[src/sv/edw_pkg.sv]
// ----------------------------------------------------------------------------
// edw_pkg
// Shared types, constants and width tables for the display width counter.
// ----------------------------------------------------------------------------
package edw_pkg;

   localparam int CP_BITS        = 21;
   localparam int CW_BITS        = 2;
   localparam int RUN_BITS       = 16;
   localparam int TOTAL_BITS_DEF = 16;
   localparam int AMB_COUNT      = 156;

   typedef logic [CP_BITS-1:0] cp_type;
   typedef logic [CW_BITS-1:0] cw_type;

   localparam cw_type WIDTH_NARROW = 2'd1;
   localparam cw_type WIDTH_WIDE   = 2'd2;

   typedef struct packed {
      cp_type lo;
      cp_type hi;
   } span_type;

   typedef struct packed {
      cw_type char_width;
      logic   ambiguous;
   } class_type;

   typedef struct packed {
      logic step;
      logic last;
   } acc_ctl_type;

   localparam span_type AMB_TABLE [AMB_COUNT] = '{
      '{21'h000A1,21'h000A1}, '{21'h000A4,21'h000A4}, '{21'h000A7,21'h000A8},
      '{21'h000AA,21'h000AA}, '{21'h000AE,21'h000AE}, '{21'h000B0,21'h000B4},
      '{21'h000B6,21'h000BA}, '{21'h000BC,21'h000BF}, '{21'h000C6,21'h000C6},
      '{21'h000D0,21'h000D0}, '{21'h000D7,21'h000D8}, '{21'h000DE,21'h000E1},
      '{21'h000E6,21'h000E6}, '{21'h000E8,21'h000EA}, '{21'h000EC,21'h000ED},
      '{21'h000F0,21'h000F0}, '{21'h000F2,21'h000F3}, '{21'h000F7,21'h000FA},
      '{21'h000FC,21'h000FC}, '{21'h000FE,21'h000FE}, '{21'h00101,21'h00101},
      '{21'h00111,21'h00111}, '{21'h00113,21'h00113}, '{21'h0011B,21'h0011B},
      '{21'h00126,21'h00127}, '{21'h0012B,21'h0012B}, '{21'h00131,21'h00133},
      '{21'h00138,21'h00138}, '{21'h0013F,21'h00142}, '{21'h00144,21'h00144},
      '{21'h00148,21'h0014B}, '{21'h0014D,21'h0014D}, '{21'h00152,21'h00153},
      '{21'h00166,21'h00167}, '{21'h0016B,21'h0016B}, '{21'h001CE,21'h001CE},
      '{21'h001D0,21'h001D0}, '{21'h001D2,21'h001D2}, '{21'h001D4,21'h001D4},
      '{21'h001D6,21'h001D6}, '{21'h001D8,21'h001D8}, '{21'h001DA,21'h001DA},
      '{21'h001DC,21'h001DC}, '{21'h00251,21'h00251}, '{21'h00261,21'h00261},
      '{21'h002C4,21'h002C4}, '{21'h002C7,21'h002C7}, '{21'h002C9,21'h002CB},
      '{21'h002CD,21'h002CD}, '{21'h002D0,21'h002D0}, '{21'h002D8,21'h002DB},
      '{21'h002DD,21'h002DD}, '{21'h002DF,21'h002DF}, '{21'h00391,21'h003A1},
      '{21'h003A3,21'h003A9}, '{21'h003B1,21'h003C1}, '{21'h003C3,21'h003C9},
      '{21'h00401,21'h00401}, '{21'h00410,21'h0044F}, '{21'h00451,21'h00451},
      '{21'h02010,21'h02010}, '{21'h02013,21'h02016}, '{21'h02018,21'h02019},
      '{21'h0201C,21'h0201D}, '{21'h02020,21'h02022}, '{21'h02024,21'h02027},
      '{21'h02030,21'h02030}, '{21'h02032,21'h02033}, '{21'h02035,21'h02035},
      '{21'h0203B,21'h0203B}, '{21'h0203E,21'h0203E}, '{21'h02074,21'h02074},
      '{21'h0207F,21'h0207F}, '{21'h02081,21'h02084}, '{21'h020AC,21'h020AC},
      '{21'h02103,21'h02103}, '{21'h02105,21'h02105}, '{21'h02109,21'h02109},
      '{21'h02113,21'h02113}, '{21'h02116,21'h02116}, '{21'h02121,21'h02122},
      '{21'h02126,21'h02126}, '{21'h0212B,21'h0212B}, '{21'h02153,21'h02154},
      '{21'h0215B,21'h0215E}, '{21'h02160,21'h0216B}, '{21'h02170,21'h02179},
      '{21'h02190,21'h02199}, '{21'h021B8,21'h021B9}, '{21'h021D2,21'h021D2},
      '{21'h021D4,21'h021D4}, '{21'h021E7,21'h021E7}, '{21'h02200,21'h02200},
      '{21'h02202,21'h02203}, '{21'h02207,21'h02208}, '{21'h0220B,21'h0220B},
      '{21'h0220F,21'h0220F}, '{21'h02211,21'h02211}, '{21'h02215,21'h02215},
      '{21'h0221A,21'h0221A}, '{21'h0221D,21'h02220}, '{21'h02223,21'h02223},
      '{21'h02225,21'h02225}, '{21'h02227,21'h0222C}, '{21'h0222E,21'h0222E},
      '{21'h02234,21'h02237}, '{21'h0223C,21'h0223D}, '{21'h02248,21'h02248},
      '{21'h0224C,21'h0224C}, '{21'h02252,21'h02252}, '{21'h02260,21'h02261},
      '{21'h02264,21'h02267}, '{21'h0226A,21'h0226B}, '{21'h0226E,21'h0226F},
      '{21'h02282,21'h02283}, '{21'h02286,21'h02287}, '{21'h02295,21'h02295},
      '{21'h02299,21'h02299}, '{21'h022A5,21'h022A5}, '{21'h022BF,21'h022BF},
      '{21'h02312,21'h02312}, '{21'h02460,21'h024E9}, '{21'h024EB,21'h0254B},
      '{21'h02550,21'h02573}, '{21'h02580,21'h0258F}, '{21'h02592,21'h02595},
      '{21'h025A0,21'h025A1}, '{21'h025A3,21'h025A9}, '{21'h025B2,21'h025B3},
      '{21'h025B6,21'h025B7}, '{21'h025BC,21'h025BD}, '{21'h025C0,21'h025C1},
      '{21'h025C6,21'h025C8}, '{21'h025CB,21'h025CB}, '{21'h025CE,21'h025D1},
      '{21'h025E2,21'h025E5}, '{21'h025EF,21'h025EF}, '{21'h02605,21'h02606},
      '{21'h02609,21'h02609}, '{21'h0260E,21'h0260F}, '{21'h02614,21'h02615},
      '{21'h0261C,21'h0261C}, '{21'h0261E,21'h0261E}, '{21'h02640,21'h02640},
      '{21'h02642,21'h02642}, '{21'h02660,21'h02661}, '{21'h02663,21'h02665},
      '{21'h02667,21'h0266A}, '{21'h0266C,21'h0266D}, '{21'h0266F,21'h0266F},
      '{21'h0273D,21'h0273D}, '{21'h02776,21'h0277F}, '{21'h0E000,21'h0F8FF},
      '{21'h0FFFD,21'h0FFFD}, '{21'h0F0000,21'h0FFFFD}, '{21'h100000,21'h10FFFD}
   };

   function automatic logic in_amb_table(input cp_type cp);
      logic hit;
      hit = 1'b0;
      for (int i = 0; i < AMB_COUNT; i++) begin
         hit = hit | ((cp >= AMB_TABLE[i].lo) && (cp <= AMB_TABLE[i].hi));
      end
      return hit;
   endfunction

   function automatic logic in_wide_range(input cp_type cp);
      return ((cp >= 21'h01100) && (cp <= 21'h0115F)) ||
             (cp == 21'h02329) || (cp == 21'h0232A) ||
             ((cp >= 21'h02E80) && (cp <= 21'h0A4CF) && (cp != 21'h0303F)) ||
             ((cp >= 21'h0AC00) && (cp <= 21'h0D7A3)) ||
             ((cp >= 21'h0F900) && (cp <= 21'h0FAFF)) ||
             ((cp >= 21'h0FE30) && (cp <= 21'h0FE6F)) ||
             ((cp >= 21'h0FF00) && (cp <= 21'h0FF60)) ||
             ((cp >= 21'h0FFE0) && (cp <= 21'h0FFE6)) ||
             ((cp >= 21'h20000) && (cp <= 21'h2FFFD)) ||
             ((cp >= 21'h30000) && (cp <= 21'h3FFFD));
   endfunction

endpackage

[src/sv/edw_classify.sv]
// ----------------------------------------------------------------------------
// edw_classify
// Parallel range compares giving the column width and ambiguous flag.
// ----------------------------------------------------------------------------
module edw_classify (
   input  edw_pkg::cp_type    code_point,
   output edw_pkg::class_type cls
);

   logic amb;
   logic wide;

   always_comb begin
      amb  = edw_pkg::in_amb_table(code_point);
      wide = edw_pkg::in_wide_range(code_point);
      cls.ambiguous  = amb;
      cls.char_width = (amb || wide) ? edw_pkg::WIDTH_WIDE : edw_pkg::WIDTH_NARROW;
   end

endmodule

[src/sv/edw_accum.sv]
// ----------------------------------------------------------------------------
// edw_accum
// Saturating per-string width total, cleared after the last beat.
// ----------------------------------------------------------------------------
module edw_accum #(
   parameter int TOTAL_BITS = edw_pkg::TOTAL_BITS_DEF
) (
   input  logic                           clock,
   input  logic                           reset,
   input  edw_pkg::acc_ctl_type           ctl,
   input  edw_pkg::cw_type                char_width,
   output logic [edw_pkg::RUN_BITS-1:0]   running_width
);

   logic [TOTAL_BITS-1:0] total_ff;
   logic [TOTAL_BITS-1:0] total_in;
   logic [TOTAL_BITS:0]   sum_wide;
   logic [TOTAL_BITS-1:0] sum_sat;

   always_comb begin
      sum_wide = {1'b0, total_ff} + {{(TOTAL_BITS-1){1'b0}}, char_width};
      sum_sat  = sum_wide[TOTAL_BITS] ? {TOTAL_BITS{1'b1}} : sum_wide[TOTAL_BITS-1:0];
      running_width = edw_pkg::RUN_BITS'(sum_sat);
      total_in = total_ff;
      if (ctl.step) begin
         total_in = ctl.last ? '0 : sum_sat;
      end
   end

   always_ff @(posedge clock) begin
      if (reset) begin
         total_ff <= '0;
      end else begin
         total_ff <= total_in;
      end
   end

endmodule

[src/sv/east_asian_display_width_counter.sv]
// ----------------------------------------------------------------------------
// east_asian_display_width_counter
// Takes one code point per beat and returns its display width (1 or 2), the
// East Asian ambiguous flag, and a saturating running total of the string
// that clears after the beat marked last. One beat is accepted every cycle
// while the result is not stalled; each result passes through an input
// register and a result register, with the total add as the only loop. A
// stalled result holds both stages without dropping a beat.
// ----------------------------------------------------------------------------
module east_asian_display_width_counter #(
   parameter int TOTAL_BITS = edw_pkg::TOTAL_BITS_DEF
) (
   input  logic                          clock,
   input  logic                          reset,
   input  logic                          req_valid,
   output logic                          req_stall,
   input  logic [edw_pkg::CP_BITS-1:0]   req_code_point,
   input  logic                          req_last_char,
   output logic                          rsp_valid,
   input  logic                          rsp_stall,
   output logic [edw_pkg::CW_BITS-1:0]   rsp_char_width,
   output logic                          rsp_ambiguous_hit,
   output logic [edw_pkg::RUN_BITS-1:0]  rsp_running_width,
   output logic                          rsp_string_done
);

   logic                           in_valid_ff, in_valid_in;
   edw_pkg::cp_type                in_cp_ff;
   logic                           in_last_ff;
   logic                           out_valid_ff, out_valid_in;
   edw_pkg::cw_type                out_width_ff;
   logic                           out_amb_ff;
   logic [edw_pkg::RUN_BITS-1:0]   out_run_ff;
   logic                           out_done_ff;
   logic                           advance;
   logic                           load;
   edw_pkg::class_type             cls;
   edw_pkg::acc_ctl_type           acc_ctl;
   logic [edw_pkg::RUN_BITS-1:0]   run_next;

   edw_classify u_classify (
      .code_point (in_cp_ff),
      .cls        (cls)
   );

   edw_accum #(
      .TOTAL_BITS (TOTAL_BITS)
   ) u_accum (
      .clock         (clock),
      .reset         (reset),
      .ctl           (acc_ctl),
      .char_width    (cls.char_width),
      .running_width (run_next)
   );

   always_comb begin
      advance      = !out_valid_ff || !rsp_stall;
      req_stall    = in_valid_ff && !advance;
      load         = req_valid && !req_stall;
      in_valid_in  = req_stall ? in_valid_ff : req_valid;
      out_valid_in = advance ? in_valid_ff : out_valid_ff;
      acc_ctl.step = advance && in_valid_ff;
      acc_ctl.last = in_last_ff;
   end

   always_ff @(posedge clock) begin
      if (reset) begin
         in_valid_ff  <= 1'b0;
         out_valid_ff <= 1'b0;
      end else begin
         in_valid_ff  <= in_valid_in;
         out_valid_ff <= out_valid_in;
      end
   end

   always_ff @(posedge clock) begin
      if (load) begin
         in_cp_ff   <= req_code_point;
         in_last_ff <= req_last_char;
      end
      if (acc_ctl.step) begin
         out_width_ff <= cls.char_width;
         out_amb_ff   <= cls.ambiguous;
         out_run_ff   <= run_next;
         out_done_ff  <= in_last_ff;
      end
   end

   assign rsp_valid         = out_valid_ff;
   assign rsp_char_width    = out_width_ff;
   assign rsp_ambiguous_hit = out_amb_ff;
   assign rsp_running_width = out_run_ff;
   assign rsp_string_done   = out_done_ff;

endmodule

[config.mk]
export PLATFORM = sky130hd
export DESIGN_NAME = east_asian_display_width_counter
export DESIGN_NICKNAME = d
export VERILOG_FILES = /design/src/sv/edw_pkg.sv /design/src/sv/edw_classify.sv /design/src/sv/edw_accum.sv /design/src/sv/east_asian_display_width_counter.sv
export SDC_FILE = /design/constraint.sdc
export NUM_CORES = 1
export LEC_CHECK = 0
export BUFFER_PORTS_ARGS = -buffer_cell sky130_fd_sc_hd__buf_2
export CORE_ASPECT_RATIO = 1.5
export CORE_UTILIZATION = 60
export CTS_CLUSTER_SIZE = 25
export DETAILED_ROUTE_END_ITERATION = 10
export HOLD_SLACK_MARGIN = 0.02
export PLACE_DENSITY = 0.88
export SYNTH_ARGS = -nofsm -noshare
export SYNTH_HDL_FRONTEND = slang
export SYNTH_HIERARCHICAL = 1
export SYNTH_SLANG_ARGS = --single-unit
[constraint.sdc]
create_clock -name clock -period 12.1 [get_ports clock]
set_clock_uncertainty 0.1 [all_clocks]
set_input_delay 1.815 -clock clock [delete_from_list [all_inputs] [get_ports clock]]
set_output_delay 1.815 -clock clock [all_outputs]
set_load 0.05 [all_outputs]
==> results of run 1 <==
synth_stat cells (6+ instances only):
master	n
nand4_1	52
dfxtp_1	18
a211oi_1	12
nor3_1	63
inv_1	16
o221ai_1	6
or3_1	12
nor2_1	88
a2111oi_0	8
and2_1	11
and4b_1	6
o2111ai_1	12
clkbuf_1	61
and4_1	12
nand4b_1	7
nor4_1	31
nand2_1	103
a2bb2oi_1	6
and3_1	11
a21o_1	10
nor4b_1	11
nor3b_1	8
xnor2_1	10
o22ai_1	18
o21ai_1	6
edfxtp_1	42
o21ai_0	54
a21oi_1	54
nor4bb_1	12
o32ai_1	6
a22oi_1	7
nand3_1	44
nand2b_1	13
a31oi_1	16
buf_1	12
o211ai_1	11
o31ai_1	6
nor2b_1	15
buf_2	29
per-stage QoR:
step / util [%] / instances / worst slack [ns]
2_1_floorplan: - / 1041 / 7.53
4_1_cts: 67.2 / 1182 / 5.56
3_5_place_dp: 64.4 / 1166 / 5.64
3_3_place_gp: 64.4 / 1166 / 5.71
logic make-up after synthesis:
family,after synthesis
compound gates,293
xor+xnor,15
fa+ha+maj,3
buf+inv,122
flops,60
mux,2
simple gates,546
metal layers:
layer  overflow  global-route usage [%]
met1          0                    71.4
met2          5                    84.8
met3          0                    53.9
met4          7                    66.2
met5          0                    22.2
==> flow_summary.toml, run 1 <==
[clocking]
cts_root_buf = "clkbuf_16"
clk_path_buf_depth = 2
cts_hold_buf = 0
cts_setup_buffers = 0
clock-sinks = 60
cts_htree_levels = 3
post_cts_resized = 0
numCtsBuffers = 9

[logic_synthesis]
yosys-top-cells-area = "edfxtp_1, nand2_1, dfxtp_1"
synth_adder_area_share_pct = 0.598
synth_top_cell_area_share_pct = 16.8
synth_compound_area_share_pct = 27.0
synthCells = 1041
ys.flop_type = "edfxtp_1"
syn_avg_cell_area_um2 = 7.23
muxShareOfSynthArea_pct = 0.266
async_reset_ff_share_pct = 0
yosysSeqAreaShare_pct = 21.5
yosysWarnings = 6
synth_xor_area_share_pct = 1.75
synth_cell_types = 92
yosys.area.top_type = "edfxtp_1"
ys_seq_elements = 60
synth_nets = 1070
synth-simple-area-share_pct = 42.1
synth_edf_count = 42
synth_top_family_by_area = "simple AND/OR/NAND/NOR gates"
netlist_area_um2 = 7530

[die]
ios = 48
std_cell_rows = 49
die_h_um = 139
initial_core_util_pct = 62.3
die_x_um = 93.5

[run_status]
toolErrorMsg = "[ERROR GRT-0116] Global routing finished with congestion. Check the congestion regions in the DRC Viewer."
status = "did not finish"
haltStage = "5_1_grt"

[placed_design]
hpwl_mm = 27.0
io_buffers = 47
place_area_um2 = 7780
gp_congestion = 1.33

[grt]
grt_pass1_vias = 10600
grt_usage_pct = 69.6
grt_pass1_wl_mm = 67.0
gr-total-overflow = 12
grt_max_degree = 60
==> run 2: changes to the inputs <==
Settings changed: CORE_ASPECT_RATIO 1.5 to unset, CORE_UTILIZATION 60 to 40, CTS_CLUSTER_SIZE 25 to unset, HOLD_SLACK_MARGIN 0.02 to unset, PLACE_DENSITY 0.88 to unset, PLACE_DENSITY_LB_ADDON set to 0.15.
==> run 2 against run 1 <==
- the flow now finishes without violations
- synthesized area did not move
- synthesized cell count unchanged
==> flow_summary.toml, run 2 <==
[worst_setup_path]
r2r_cells = 17
critPathLaunch = "in_cp_ff[4]"
required_ns = 12.26
start_kind = "flop"
critical-path-top-delay-family = "simple AND/OR/NAND/NOR gates"
crit_buf_inv = 3
rr_startpoint = "in_cp_ff[4]"
end_kind = "flop"
slowest_stage = "nand4bb_1"
worstPathMaxFanout = 41
worstSetupPathType = "flop to flop"
rrSetupSlack_ns = 5.35
max_stage_delay_ns = 0.75
path_cells = "buf_4 -> buf_4 -> nand4bb_1 -> o22ai_1 -> o211ai_1 -> nand4_1 -> nor4bb_1 -> nand4_1 -> and4b_1 -> and3_1 -> ha_1 -> inv_1 -> fa_1 -> nand3b_2 -> nor3_4 -> nand2_1 -> a41oi_1"
timing.rr.end = "u_accum/total_ff[13]"
crit_arrival_ns = 6.91

[logic_synthesis]
yosysWarnings = 6
syn_avg_cell_area_um2 = 7.23
yosys.area.top_type = "edfxtp_1"
synthCells = 1041
async_reset_ff_share_pct = 0
yosysMostFrequentCell = "nand2_1"
netlist_area_um2 = 7530
synth_nets = 1070
synth_edf_count = 42
synth_top_cell_area_share_pct = 16.8
synth_cell_types = 92
yosys-top-cells-area = "edfxtp_1, nand2_1, dfxtp_1"
yosysSeqAreaShare_pct = 21.5
ys_seq_elements = 60
yosys-top-cells-count = "nand2_1, nor2_1, nor3_1, clkbuf_1"
ys.flop_type = "edfxtp_1"

[detailed_routing]
first_pass_iters = 8
viasPerCell = 7.89
antenna_left = 0
wl_per_cell_um = 35.5
drc = 0
met2_length_mm = 17.4
dr.max_layer_used = "met5"
first_iter_violations = 2339
wirelength_mm = 45.2
wl_met1_mm = 17.0
vias = 10000
met3_length_mm = 6.98

[clocking]
cts_hold_buf = 0
clk_path_buf_depth = 2
clock-sinks = 60
cts_setup_buffers = 0
clkTransAtPathRegs_ns = 0.06
cts_htree_levels = 3
numCtsBuffers = 9
post_cts_resized = 0
clock_latency_ns = 0.34
tritoncts = "done"
cts_root_buf = "clkbuf_16"

[timing]
finalSetupViolCount = 0
slew-limit-headroom_pct = 13.1
period_share_pct = 55.8
grt_setup_unrepaired = "false"
finalCriticalPeriod_ns = 6.75
timing.fmax_mhz = 148
worstMarginPinSlew_ns = 1.30
finalHoldViolations = 0
finalMaxSlewViolations = 0
setup_tns_ns = 0

[grt]
grt_max_degree = 51
gr-total-overflow = 0
grt_pass1_wl_mm = 65.0
antenna_found_initial = 1
grt_pass1_vias = 9373
grt_usage_pct = 46.4

[die]
std_cell_rows = 49
die_x_um = 139
initial_core_util_pct = 41.3
dieArea_um2 = 19400
die_h_um = 139
core_area_um2 = 18200
ios = 48

[final_layout]
final_common_cell = "nand2_1"
nNetsFinal = 1068
fin_area_um2 = 8280
antennaDiodeCount = 0
final_cell_mix = "nand2_1, nor2_1, nor3_1"
largest_register = "in_cp_ff"
area_growth_pct = 10.1
largest_reg_flops = 21
drive_above_1_share_pct = 14.5

[placed_design]
place_area_um2 = 7990
gp_congestion = 1.12
hpwl_mm = 32.2
io_buffers = 47

[worst_hold_path]
whs_path_depth = 2
hp-class = "flop to flop"
min_from = "u_accum/total_ff[14]"
hold_path_end = "u_accum/total_ff[14]"

[power]
power.leakage_nw = 2.58
vdd_ir_drop_max_mv = 0.0871
powerDensity_nw_per_um2 = 80.7

[job]
cap_violations = 0

[run_status]
status = "finished, final reports clean"
[run 2: cell counts after synthesis]
No cell type changed its count.
[run 2: cell families after synthesis]
| kind of cell | count (synthesis) | share of synthesized area (%) |
|---|---|---|
| and+or+nand+nor | 546 | 42.1 |
| buffers and inverters | 122 | 6.78 |
| muxes | 2 | 0.266 |
| AOI/OAI and AO/OA | 293 | 27.0 |
| adders and majority gates | 3 | 0.598 |
| xor gates and xnor gates | 15 | 1.75 |
| DFF | 60 | 21.5 |
[run 2: area by class of cell]
class,count,area [um^2]
clock buffers,10,229
clock inverters,6,61.3
fillers,1849,9920
inverters,16,60.1
multi-input cells,859,5450
flip-flops and latches,60,1620
well taps,229,287
repair buffers,93,581
[run 2: worst max path at each step]
stage	to	slack (ns)	cells past startpoint
floorplan	u_accum/total_ff[15]	7.53	5
global placement	u_accum/total_ff[11]	5.74	15
detailed placement	u_accum/total_ff[11]	5.82	15
CTS	u_accum/total_ff[11]	5.78	15
global route	u_accum/total_ff[11]	5.08	15
finish	u_accum/total_ff[13]	5.35	17
[run 2: worst min-delay path, cell delays in order (launching register included)]
cell	delay [ns]
dfxtp_1	0.34
nand2_1	0.07
mux2i_1	0.05
[run 2: report_power, final]
part | total, W | switching (W) | leakage (nW) | internal, W
Combinational | 0.000173 | 0.000133 | 1.89 | 0.0000406
Sequential | 0.000238 | 0.00000808 | 0.542 | 0.000230
Clock | 0.000258 | 0.0000983 | 0.147 | 0.000160
[run 2: stage by stage]
| stage | setup slack (ns) | utilization [%] | hold WS [ns] | power, W | std cells |
|---|---|---|---|---|---|
| after floorplan | 7.53 | - | 0.372 | 0.000340 | 1041 |
| after global placement | 5.74 | 43.9 | 0.394 | 0.000403 | 1257 |
| after detailed placement | 5.82 | 43.9 | 0.405 | 0.000401 | 1257 |
| after CTS | 5.78 | 45.5 | 0.413 | 0.000662 | 1273 |
| after global routing | 5.08 | 45.5 | 0.434 | 0.000685 | 1273 |
| final | 5.35 | 45.5 | 0.410 | 0.000669 | 1273 |
[run 2: routing by layer]
metal / track usage [%] / vias to the layer above
li1: - / 4084
met1: 58.7 / 4691
met2: 63.3 / 966
met3: 20.0 / 295
met4: 30.6 / 4
met5: 3.01 / -
Power figures use the tool's default switching activity.
